--- config.mk ---
export PLATFORM = sky130hd
export DESIGN_NAME = pid_position_loop_clamped_top
export DESIGN_NICKNAME = d
export VERILOG_FILES = /design/src/rtl/core/pplc_pkg.sv /design/src/rtl/core/pplc_regs.sv /design/src/rtl/core/pplc_ctrl.sv /design/src/rtl/core/pplc_dp.sv /design/src/rtl/core/pid_position_loop_clamped_top.sv
export SDC_FILE = /design/constraint.sdc
export NUM_CORES = 2
export LEC_CHECK = 0
export BUFFER_PORTS_ARGS = -buffer_cell sky130_fd_sc_hd__buf_4
export CORE_MARGIN = 3
export CORE_UTILIZATION = 60
export DETAILED_ROUTE_END_ITERATION = 8
export PLACE_DENSITY = 0.77
export SETUP_SLACK_MARGIN = 0.02
export SYNTH_ARGS = -nofsm -noshare
export SYNTH_HDL_FRONTEND = slang
export SYNTH_SLANG_ARGS = --single-unit
--- constraint.sdc ---
create_clock -name clk -period 13.2 [get_ports clk]
set_input_delay 1.98 -clock clk [delete_from_list [all_inputs] [get_ports clk]]
set_output_delay 1.98 -clock clk [all_outputs]
set_load 0.01 [all_outputs]
--- src/rtl/core/pplc_pkg.sv ---
// ----------------------------------------------------------------------------
// pplc_pkg
// Shared types and constants of the clamped PID position loop: fixed-point
// formats, register indexes, controller states and datapath commands.
// ----------------------------------------------------------------------------
package pplc_pkg;

  // Fixed-point formats: angles, errors and gains in Q(FracBits), scale in Q16.
  localparam int FracBits   = 8;
  localparam int ScaleFrac  = 16;
  localparam int DriveLimit = 127;

  // Field widths.
  localparam int AngleW = 24;
  localparam int GainW  = 16;
  localparam int RawW   = 16;
  localparam int IntegW = 32;
  localparam int DriveW = 8;

  // Configuration register file.
  localparam int NumRegs = 8;
  localparam int AddrW   = 5;
  localparam int DataW   = 32;

  typedef enum logic [2:0] {
    REG_SETPOINT     = 3'd0,
    REG_GAIN_P       = 3'd1,
    REG_GAIN_I       = 3'd2,
    REG_GAIN_D       = 3'd3,
    REG_DRIVE_ENABLE = 3'd4,
    REG_WINDUP_GUARD = 3'd5,
    REG_SENSOR_SCALE = 3'd6,
    REG_ANGLE_OFFSET = 3'd7
  } reg_idx_t;

  typedef struct packed {
    logic signed [AngleW-1:0] setpoint;
    logic        [GainW-1:0]  gain_p;
    logic        [GainW-1:0]  gain_i;
    logic        [GainW-1:0]  gain_d;
    logic                     drive_enable;
    logic                     windup_guard;
    logic signed [AngleW-1:0] sensor_scale;
    logic signed [AngleW-1:0] angle_offset;
  } cfg_t;

  // Controller states.
  typedef enum logic [2:0] {
    ST_IDLE,
    ST_ANGLE,
    ST_ERROR,
    ST_INTEG,
    ST_PROP,
    ST_DERIV,
    ST_DONE
  } state_t;

  // Operand pair fed to the shared multiplier.
  typedef enum logic [1:0] {
    MUL_ANGLE,
    MUL_INTEG,
    MUL_PROP,
    MUL_DERIV
  } mul_sel_t;

  typedef struct packed {
    logic     capture_in;
    mul_sel_t mul_sel;
    logic     load_err;
    logic     load_integ;
    logic     load_acc;
    logic     add_acc;
    logic     finish;
  } cmd_t;

endpackage

--- src/rtl/core/pplc_regs.sv ---
// ----------------------------------------------------------------------------
// pplc_regs
// APB-style configuration register file of the PID position loop.
// ----------------------------------------------------------------------------
module pplc_regs (
  input  logic                        clk,
  input  logic                        rst,
  input  logic                        psel,
  input  logic                        penable,
  input  logic                        pwrite,
  input  logic [pplc_pkg::AddrW-1:0]  paddr,
  input  logic [pplc_pkg::DataW-1:0]  pwdata,
  output logic [pplc_pkg::DataW-1:0]  prdata,
  output pplc_pkg::cfg_t              cfg
);
  import pplc_pkg::*;

  logic     wr_en;
  reg_idx_t idx;

  assign wr_en = psel && penable && pwrite;
  assign idx   = reg_idx_t'(paddr[AddrW-1:2]);

  always_ff @(posedge clk) begin
    if (rst) begin
      cfg.setpoint     <= '0;
      cfg.gain_p       <= '0;
      cfg.gain_i       <= '0;
      cfg.gain_d       <= '0;
      cfg.drive_enable <= 1'b0;
      cfg.windup_guard <= 1'b0;
      cfg.sensor_scale <= 24'sd65536;
      cfg.angle_offset <= '0;
    end else if (wr_en) begin
      case (idx)
        REG_SETPOINT:     cfg.setpoint     <= pwdata[AngleW-1:0];
        REG_GAIN_P:       cfg.gain_p       <= pwdata[GainW-1:0];
        REG_GAIN_I:       cfg.gain_i       <= pwdata[GainW-1:0];
        REG_GAIN_D:       cfg.gain_d       <= pwdata[GainW-1:0];
        REG_DRIVE_ENABLE: cfg.drive_enable <= pwdata[0];
        REG_WINDUP_GUARD: cfg.windup_guard <= pwdata[0];
        REG_SENSOR_SCALE: cfg.sensor_scale <= pwdata[AngleW-1:0];
        REG_ANGLE_OFFSET: cfg.angle_offset <= pwdata[AngleW-1:0];
        default: ;
      endcase
    end
  end

  always_comb begin
    prdata = '0;
    case (idx)
      REG_SETPOINT:     prdata = DataW'(cfg.setpoint);
      REG_GAIN_P:       prdata = DataW'(cfg.gain_p);
      REG_GAIN_I:       prdata = DataW'(cfg.gain_i);
      REG_GAIN_D:       prdata = DataW'(cfg.gain_d);
      REG_DRIVE_ENABLE: prdata = DataW'(cfg.drive_enable);
      REG_WINDUP_GUARD: prdata = DataW'(cfg.windup_guard);
      REG_SENSOR_SCALE: prdata = DataW'(cfg.sensor_scale);
      REG_ANGLE_OFFSET: prdata = DataW'(cfg.angle_offset);
      default:          prdata = '0;
    endcase
  end

endmodule

--- src/rtl/core/pplc_ctrl.sv ---
// ----------------------------------------------------------------------------
// pplc_ctrl
// Sequencer of the PID position loop: input and output handshakes and the
// order in which the shared multiplier is used.
// ----------------------------------------------------------------------------
module pplc_ctrl (
  input  logic           clk,
  input  logic           rst,
  input  logic           in_valid,
  output logic           in_ready,
  output logic           out_valid,
  input  logic           out_ready,
  output pplc_pkg::cmd_t cmd
);
  import pplc_pkg::*;

  state_t state;
  state_t state_next;
  logic   out_free;

  assign out_free = !out_valid || out_ready;

  always_ff @(posedge clk) begin
    if (rst) begin
      state <= ST_IDLE;
    end else begin
      state <= state_next;
    end
  end

  always_ff @(posedge clk) begin
    if (rst) begin
      out_valid <= 1'b0;
    end else if (cmd.finish) begin
      out_valid <= 1'b1;
    end else if (out_ready) begin
      out_valid <= 1'b0;
    end
  end

  always_comb begin
    state_next = state;
    in_ready   = 1'b0;
    cmd        = '0;
    cmd.mul_sel = MUL_ANGLE;
    case (state)
      ST_IDLE: begin
        in_ready       = 1'b1;
        cmd.capture_in = in_valid;
        if (in_valid) begin
          state_next = ST_ANGLE;
        end
      end
      ST_ANGLE: begin
        cmd.mul_sel = MUL_ANGLE;
        state_next  = ST_ERROR;
      end
      ST_ERROR: begin
        cmd.load_err = 1'b1;
        cmd.mul_sel  = MUL_INTEG;
        state_next   = ST_INTEG;
      end
      ST_INTEG: begin
        cmd.load_integ = 1'b1;
        cmd.mul_sel    = MUL_PROP;
        state_next     = ST_PROP;
      end
      ST_PROP: begin
        cmd.load_acc = 1'b1;
        cmd.mul_sel  = MUL_DERIV;
        state_next   = ST_DERIV;
      end
      ST_DERIV: begin
        cmd.add_acc = 1'b1;
        state_next  = ST_DONE;
      end
      ST_DONE: begin
        if (out_free) begin
          cmd.finish = 1'b1;
          state_next = ST_IDLE;
        end
      end
      default: begin
        state_next = ST_IDLE;
      end
    endcase
  end

endmodule

--- src/rtl/core/pplc_dp.sv ---
// ----------------------------------------------------------------------------
// pplc_dp
// Datapath of the PID position loop: shared multiplier, error, integral,
// accumulator, drive saturation and the loop state.
// ----------------------------------------------------------------------------
module pplc_dp (
  input  logic                              clk,
  input  logic                              rst,
  input  pplc_pkg::cmd_t                    cmd,
  input  pplc_pkg::cfg_t                    cfg,
  input  logic signed [pplc_pkg::RawW-1:0]  raw_reading,
  output logic signed [pplc_pkg::DriveW-1:0] drive_value,
  output logic                              drive_applied
);
  import pplc_pkg::*;

  localparam int MulW   = AngleW + 1;
  localparam int ProdW  = 2 * MulW;
  localparam int SumW   = ProdW + 1;
  localparam int AccW   = 46;
  localparam int TotW   = AccW + 1;
  localparam int AngleShift = ScaleFrac - FracBits;
  localparam int DriveShift = 2 * FracBits;

  localparam logic signed [SumW-1:0] ErrMax = SumW'((64'sd1 <<< (AngleW - 1)) - 1);
  localparam logic signed [SumW-1:0] ErrMin = SumW'(-(64'sd1 <<< (AngleW - 1)));
  localparam logic signed [SumW-1:0] IntMax = SumW'((64'sd1 <<< (IntegW - 1)) - 1);
  localparam logic signed [SumW-1:0] IntMin = SumW'(-(64'sd1 <<< (IntegW - 1)));
  localparam logic signed [IntegW-1:0] GuardMax = IntegW'(DriveLimit * (1 << FracBits));
  localparam logic signed [IntegW-1:0] GuardMin = IntegW'(-DriveLimit * (1 << FracBits));
  localparam logic signed [TotW-1:0] RoundBias = TotW'((64'sd1 <<< DriveShift) - 1);
  localparam logic signed [TotW-1:0] DriveMax  = TotW'(DriveLimit);
  localparam logic signed [TotW-1:0] DriveMin  = TotW'(-DriveLimit);

  logic signed [RawW-1:0]   raw_q;
  logic signed [AngleW-1:0] err_q;
  logic signed [AngleW-1:0] last_error;
  logic signed [IntegW-1:0] integral_sum;
  logic signed [AccW-1:0]   acc;
  logic signed [ProdW-1:0]  prod_q;

  logic signed [MulW-1:0]   mul_a;
  logic signed [MulW-1:0]   mul_b;
  logic signed [MulW-1:0]   diff;

  logic signed [SumW-1:0]   err_sum;
  logic signed [AngleW-1:0] err_sat;

  logic signed [SumW-1:0]   int_sum;
  logic signed [IntegW-1:0] int_sat;
  logic signed [IntegW-1:0] int_next;
  logic                     zero_cross;

  logic signed [TotW-1:0]   total;
  logic signed [TotW-1:0]   total_adj;
  logic signed [TotW-1:0]   drive_full;
  logic signed [DriveW-1:0] drive_sat;

  assign diff = MulW'(err_q) - MulW'(last_error);

  // Operand selection for the one shared multiplier.
  always_comb begin
    mul_a = '0;
    mul_b = '0;
    case (cmd.mul_sel)
      MUL_ANGLE: begin
        mul_a = MulW'(raw_q);
        mul_b = MulW'(cfg.sensor_scale);
      end
      MUL_INTEG: begin
        mul_a = MulW'(last_error);
        mul_b = $signed(MulW'(cfg.gain_i));
      end
      MUL_PROP: begin
        mul_a = MulW'(err_q);
        mul_b = $signed(MulW'(cfg.gain_p));
      end
      MUL_DERIV: begin
        mul_a = diff;
        mul_b = $signed(MulW'(cfg.gain_d));
      end
      default: begin
        mul_a = '0;
        mul_b = '0;
      end
    endcase
  end

  // Error from the scaled angle, saturated to the angle width.
  always_comb begin
    err_sum = SumW'(cfg.setpoint) - SumW'(prod_q >>> AngleShift) + SumW'(cfg.angle_offset);
    if (err_sum > ErrMax) begin
      err_sat = AngleW'(ErrMax);
    end else if (err_sum < ErrMin) begin
      err_sat = AngleW'(ErrMin);
    end else begin
      err_sat = err_sum[AngleW-1:0];
    end
  end

  // Integral update, 32-bit saturation and the optional anti-windup rule.
  always_comb begin
    int_sum = SumW'(integral_sum) + SumW'(prod_q >>> FracBits);
    if (int_sum > IntMax) begin
      int_sat = IntegW'(IntMax);
    end else if (int_sum < IntMin) begin
      int_sat = IntegW'(IntMin);
    end else begin
      int_sat = int_sum[IntegW-1:0];
    end
    zero_cross = ((last_error <= 0) && (err_q >= 0)) || ((last_error >= 0) && (err_q <= 0));
    int_next = int_sat;
    if (cfg.windup_guard) begin
      if (int_sat > GuardMax) begin
        int_next = GuardMax;
      end else if (int_sat < GuardMin) begin
        int_next = GuardMin;
      end
      if (zero_cross) begin
        int_next = '0;
      end
    end
  end

  // Final sum, truncation toward zero and drive saturation.
  always_comb begin
    total      = TotW'(acc) + (TotW'(integral_sum) <<< FracBits);
    total_adj  = total[TotW-1] ? (total + RoundBias) : total;
    drive_full = total_adj >>> DriveShift;
    if (drive_full > DriveMax) begin
      drive_sat = DriveW'(DriveMax);
    end else if (drive_full < DriveMin) begin
      drive_sat = DriveW'(DriveMin);
    end else begin
      drive_sat = drive_full[DriveW-1:0];
    end
  end

  // Payload registers.
  always_ff @(posedge clk) begin
    prod_q <= mul_a * mul_b;
    if (cmd.capture_in) begin
      raw_q <= raw_reading;
    end
    if (cmd.load_err) begin
      err_q <= err_sat;
    end
    if (cmd.load_acc) begin
      acc <= prod_q[AccW-1:0];
    end else if (cmd.add_acc) begin
      acc <= acc + prod_q[AccW-1:0];
    end
    if (cmd.finish) begin
      drive_value   <= drive_sat;
      drive_applied <= cfg.drive_enable;
    end
  end

  // Loop state.
  always_ff @(posedge clk) begin
    if (rst) begin
      last_error   <= '0;
      integral_sum <= '0;
    end else begin
      if (cmd.load_integ) begin
        integral_sum <= int_next;
      end
      if (cmd.finish) begin
        last_error <= err_q;
      end
    end
  end

endmodule

--- src/rtl/core/pid_position_loop_clamped_top.sv ---
// ----------------------------------------------------------------------------
// pid_position_loop_clamped_top
// One PID position channel with output saturation and anti-windup.
// ----------------------------------------------------------------------------
// Usage: software programs the setpoint, the three gains, the sensor scale
// and offset, and the enable and anti-windup flags through the APB port
// while the loop is idle. Each control tick, the sensor sample is offered
// as one transaction on the input channel (in_valid, in_ready, raw_reading).
// The loop answers every input transaction with exactly one output
// transaction (out_valid, out_ready, drive_value, drive_applied).
// After acceptance the sequencer steps through ANGLE, ERROR, INTEG, PROP,
// DERIV and DONE, one sample at a time, as set by the single shared 25 x 25
// multiplier, which forms the scaled angle, the integral increment, the
// proportional term and the derivative term in turn.
// in_ready is high only while the sequencer waits for a sample.
// The result sits in an output register, so the next sample is accepted
// while a finished result still waits for the receiver. When the receiver
// stalls, the following result is held in the datapath until the output
// register frees up, and no further sample is taken meanwhile.
// Reset (synchronous, active high) restores the configuration registers to
// their defaults (sensor scale 1.0) and clears the stored error and integral.
// ----------------------------------------------------------------------------
module pid_position_loop_clamped_top (
  input  logic                               clk,
  input  logic                               rst,
  // Configuration port.
  input  logic                               psel,
  input  logic                               penable,
  input  logic                               pwrite,
  input  logic [pplc_pkg::AddrW-1:0]         paddr,
  input  logic [pplc_pkg::DataW-1:0]         pwdata,
  output logic [pplc_pkg::DataW-1:0]         prdata,
  output logic                               pready,
  // Sample channel.
  input  logic                               in_valid,
  output logic                               in_ready,
  input  logic signed [pplc_pkg::RawW-1:0]   raw_reading,
  // Drive channel.
  output logic                               out_valid,
  input  logic                               out_ready,
  output logic signed [pplc_pkg::DriveW-1:0] drive_value,
  output logic                               drive_applied
);
  import pplc_pkg::*;

  cfg_t cfg;
  cmd_t cmd;

  // The register file never inserts wait states.
  assign pready = 1'b1;

  pplc_regs u_regs (
    .clk     (clk),
    .rst     (rst),
    .psel    (psel),
    .penable (penable),
    .pwrite  (pwrite),
    .paddr   (paddr),
    .pwdata  (pwdata),
    .prdata  (prdata),
    .cfg     (cfg)
  );

  // The sequencer owns both handshakes and steps the datapath.
  pplc_ctrl u_ctrl (
    .clk       (clk),
    .rst       (rst),
    .in_valid  (in_valid),
    .in_ready  (in_ready),
    .out_valid (out_valid),
    .out_ready (out_ready),
    .cmd       (cmd)
  );

  // The datapath holds the loop state and the output payload register.
  pplc_dp u_dp (
    .clk           (clk),
    .rst           (rst),
    .cmd           (cmd),
    .cfg           (cfg),
    .raw_reading   (raw_reading),
    .drive_value   (drive_value),
    .drive_applied (drive_applied)
  );

endmodule

==> results.txt <==
----------------------------------------------------
[Outcome]
  Result of the run ... complete, no violations

[Setup path]
  Library cell contributing the largest single delay on the critical path ... sky130_fd_sc_hd__o41ai_1
  Arrival @ worst endpoint ... 12.66 ns
  Startpoint types ... flop
  Setup crit end kind ... flop
  Start-to-end type of the worst setup path ... reg2reg
  Most used cell, CP ... sky130_fd_sc_hd__fa_1
  Critical Path RT ... 13.66 ns
  Worst-path fanout max ... 7
  Peak per-stage delay on the critical path ... 0.83 ns

[Clock network]
  Clock H-tree levels ... 2
  Number of buffers added to fix hold violations after cts ... 0
  CTS Buffer Depth ... 3
  Clock-pin slew reported for the worst setup and hold paths after clock tree synthesis ... 0.06 ns
  Post-CTS setup-driven buffer insertion count ... 0
  Clock tree from TritonCTS ... done
  Post-cts resize count ... 0
  Clock Sink Count ... 327
  Cell at the root of the clock tree ... sky130_fd_sc_hd__clkbuf_16
  CTS Buf Count ... 41
  Source-to-sink clock delay at the later pin of the worst-skew pair ... 0.58 ns

[Route]
  Final routed DRC violation total ... 0
  Met1 wire length ... 55000 µm
  Number of nets with antenna violations after detailed routing ... 0
  Post-detailed-route wirelength per cell ... 20.6 µm
  Routed wire length ... 140000 µm
  TritonRoute pass-1 iters ... 6
  Count of vias placed by the detailed router ... 40.8k
  DR iter-0 viols ... 3980
  Met3 routed WL ... 13900 µm
  Via density per instance ... 6.01
  Top routing layer in use ... met5
  Met2 WL post-DR ... 63100 µm

[Global route]
  Total GRT Usage ... 34.3%
  Global-route wire length before repair ... 225000 µm
  Number of global-route vias before repair ... 41.2k
  Total congestion overflow ... 0
  Largest net degree at the start of global routing ... 90
  Number of antenna violations at the first check in global routing ... 5

[Power]
  Leak Pwr ... 24.4 nW
  Power per Cell Area ... 185 mW/mm²
  Worst-case vdd ir drop ... 0.000245 V

[Timing]
  Setup-failing EPs final ... 0
  Setup repair after global routing missed its margin ... false
  Number of max-slew violations in the final report ... 0
  Maximum operating frequency ... 0.0820 GHz
  Tightest slew margin relative to the limit ... 6.49%
  Time the worst path needs with I/O delays and setup ... 12.20 ns
  Final worst path period share ... 92.4%
  Slew at the pin closest to its max-slew limit ... 1.40 ns
  Final hold vios ... 0
  Final clock skew ... 0.0161 ns
  Summed negative setup slack over all endpoints ... 0 ns

[Floorplan]
  Horizontal extent of the die ... 290 µm
  Starting Density ... 60.8%
  Die Area ... 0.0839 mm²
  Number of placement rows ... 103
  DIE HEIGHT ... 290 µm
  Core area ... 0.0794 mm²
  Number of ports placed on the die boundary ... 104

[Cells and area]
  Fraction of final layout cells with drive strength greater than 1 ... 5.73%
  Layout net count ... 6811
  Layout overhead on the synthesized area ... 6.56%
  Fraction of the core area covered by cells at the end of the flow ... 64.8%

[Logic synthesis]
  FFs w/ async S/R, synth ... 0%
  Cell count after synthesis ... 5752
  Sequential share of the synthesized area ... 15.5%
  EDFF count, synth ... 95
  Area share of the largest cell type after synthesis ... 29.2%
  Library cells used by synthesis ... 108
  Most used flip-flop cell after synthesis ... sky130_fd_sc_hd__dfxtp_1
  Syn Nets ... 6851
  Largest area contributor in the synthesized netlist ... sky130_fd_sc_hd__fa_1
  Number of synthesized register bits ... 327
  Synthesized area divided by synthesized cell count ... 8.39 µm²
  Number of warnings printed during yosys synthesis ... 0
  Combined area of all synthesized cells ... 0.0483 mm²
  Top area cells in the synthesized netlist ... sky130_fd_sc_hd__fa_1 (29%), sky130_fd_sc_hd__dfxtp_1 (9.6%), sky130_fd_sc_hd__ha_1 (8.7%)

[Run]
  MaxCap Viol Count ... 0

[Placed design]
  Half-perimeter wire length after placement ... 109000 µm
  Final weighted congestion in routability-driven placement ... 0.977
  Count of buffers from port buffering ... 92

[Hold path]
  Path class of the lowest-slack min-delay path ... reg2reg

----------------------------------------------------
==> where the power goes <==
group	switching [W]	internal [W]	leakage, nW	total (W)
logic	0.00411	0.00266	20.9	0.00678
registers	0.000228	0.00126	2.75	0.00149
clock network	0.000490	0.000744	0.722	0.00123
total	0.00483	0.00467	24.4	0.00950
==> final cells by class <==
| cell class | instances | area (µm²) |
|---|---|---|
| Multi-Input combinational cell | 4168 | 36200 |
| Sequential cell | 327 | 7500 |
| Clock inverter | 17 | 229 |
| Inverter | 1019 | 3820 |
| Antenna cell | 1 | 2.50 |
| Timing Repair Buffer | 155 | 1170 |
| Tap cell | 1050 | 1310 |
| Fill cell | 6630 | 28000 |
| Clock buffer | 58 | 1250 |
==> placed cells by master, fill, tap and decap left out, types with 11 or more instances in the layout <==
cell	Yosys	layout
sky130_fd_sc_hd__o221ai_1	14	11
sky130_fd_sc_hd__o21a_1	33	33
sky130_fd_sc_hd__ha_1	335	335
sky130_fd_sc_hd__or2_2	13	13
sky130_fd_sc_hd__buf_4	9	154
sky130_fd_sc_hd__and3_1	47	47
sky130_fd_sc_hd__mux2i_1	69	69
sky130_fd_sc_hd__and2_1	55	54
sky130_fd_sc_hd__or3_1	15	15
sky130_fd_sc_hd__nand3b_1	13	13
sky130_fd_sc_hd__fa_1	704	704
sky130_fd_sc_hd__nand3_1	88	88
sky130_fd_sc_hd__a211oi_1	59	58
sky130_fd_sc_hd__edfxtp_1	95	95
sky130_fd_sc_hd__a31oi_1	26	26
sky130_fd_sc_hd__a21o_1	138	138
sky130_fd_sc_hd__nor2_1	438	434
sky130_fd_sc_hd__o21ai_1	18	18
sky130_fd_sc_hd__o31ai_1	14	14
sky130_fd_sc_hd__xor2_1	86	86
sky130_fd_sc_hd__nand2_1	751	750
sky130_fd_sc_hd__nor4_1	26	25
sky130_fd_sc_hd__nand2b_1	92	92
sky130_fd_sc_hd__xnor2_1	134	134
sky130_fd_sc_hd__clkbuf_16	0	47
sky130_fd_sc_hd__dfxtp_1	232	231
sky130_fd_sc_hd__a21oi_1	403	396
sky130_fd_sc_hd__o211ai_1	16	16
sky130_fd_sc_hd__o21ai_0	199	199
sky130_fd_sc_hd__nor2b_1	41	40
sky130_fd_sc_hd__inv_1	1017	1017
sky130_fd_sc_hd__a22o_1	13	13
sky130_fd_sc_hd__o21bai_1	28	28
sky130_fd_sc_hd__nand4_1	36	36
sky130_fd_sc_hd__nor3_1	56	56
==> per-layer routing <==
metal / vias up / GRT usage [%]
li1: 18500 / -
met1: 19900 / 45.1
met3: 423 / 6.70
met2: 1968 / 55.0
met4: 4 / 16.1
met5: - / 0
==> per-stage QoR <==
stage          cell area (µm²)  setup WS, ns  cells  total power, W  hold slack [ns]
2_1_floorplan            48300          2.97   5752         0.00639            0.429
3_3_place_gp             50000          1.32   6719         0.00799            0.455
3_5_place_dp             50000         0.983   6719         0.00818            0.463
4_1_cts                  51400         0.928   6794         0.00946            0.471
5_1_grt                  51400         0.172   6794          0.0104            0.489
6_report                 51400          1.00   6795         0.00950            0.470
==> path summary, 6_finish.rpt <==
kind	start	endpoint	slack [ns]	cells past startpoint
worst max register to register	u_dp.err_q[0]	u_dp.prod_q[48]	1.00	41
worst min-delay path	u_regs.cfg[2]	u_regs.cfg[2]	0.47	2
worst min register to register	u_regs.cfg[2]	u_regs.cfg[2]	0.47	2
worst max-delay path	u_dp.err_q[0]	u_dp.prod_q[48]	1.00	41
==> cell families after synthesis <==
kind of cell | count (synthesis) | synth area share [%]
xor gates and xnor gates | 220 | 3.99
other | 1 | 0.00777
and+or+nand+nor | 1726 | 16.2
buffers and inverters | 1257 | 9.87
muxes | 82 | 1.97
DFF | 327 | 15.5
adders and majority gates | 1039 | 37.9
AOI/OAI and AO/OA | 1100 | 14.5
==> Yosys cell counts (12+ instances only) <==
master and number:
sky130_fd_sc_hd__inv_1 1017, sky130_fd_sc_hd__nand2_1 751, sky130_fd_sc_hd__fa_1 704, sky130_fd_sc_hd__nor2_1 438, sky130_fd_sc_hd__a21oi_1 403, sky130_fd_sc_hd__ha_1 335, sky130_fd_sc_hd__dfxtp_1 232, sky130_fd_sc_hd__clkbuf_1 201
sky130_fd_sc_hd__o21ai_0 199, sky130_fd_sc_hd__a21o_1 138, sky130_fd_sc_hd__xnor2_1 134, sky130_fd_sc_hd__edfxtp_1 95, sky130_fd_sc_hd__nand2b_1 92, sky130_fd_sc_hd__nand3_1 88, sky130_fd_sc_hd__xor2_1 86, sky130_fd_sc_hd__mux2i_1 69
sky130_fd_sc_hd__a211oi_1 59, sky130_fd_sc_hd__nor3_1 56, sky130_fd_sc_hd__and2_1 55, sky130_fd_sc_hd__and3_1 47, sky130_fd_sc_hd__nor2b_1 41, sky130_fd_sc_hd__nand4_1 36, sky130_fd_sc_hd__o21a_1 33, sky130_fd_sc_hd__o21bai_1 28
sky130_fd_sc_hd__a31oi_1 26, sky130_fd_sc_hd__nor4_1 26, sky130_fd_sc_hd__buf_1 19, sky130_fd_sc_hd__o21ai_1 18, sky130_fd_sc_hd__o211ai_1 16, sky130_fd_sc_hd__or3_1 15, sky130_fd_sc_hd__o221ai_1 14, sky130_fd_sc_hd__o31ai_1 14
sky130_fd_sc_hd__a22o_1 13, sky130_fd_sc_hd__nand3b_1 13, sky130_fd_sc_hd__or2_2 13, sky130_fd_sc_hd__a221oi_1 12
==> state kept, by name, indices dropped and copies added (netlist names), 3 cells and up <==
signal,cells
u_ctrl.state,3
u_dp.raw_q,16
u_regs.cfg,122
u_dp.acc,46
u_dp.last_error,24
u_dp.err_q,24
u_dp.integral_sum,32
u_dp.drive_value,8
u_dp.prod_q,50
==> critical path, delay by kind of cell, from the launching register on <==
kind                     cells  cell delay [ns]
AO/OA/AOI/OAI               18             5.46
adder cells (fa/ha/maj)     10             4.55
AND/OR/NAND/NOR              6             1.05
flip-flops                   1             0.41
XOR/XNOR                     2             0.31
buffers and inverters        5             0.26
(Power assumes the default switching activity.)
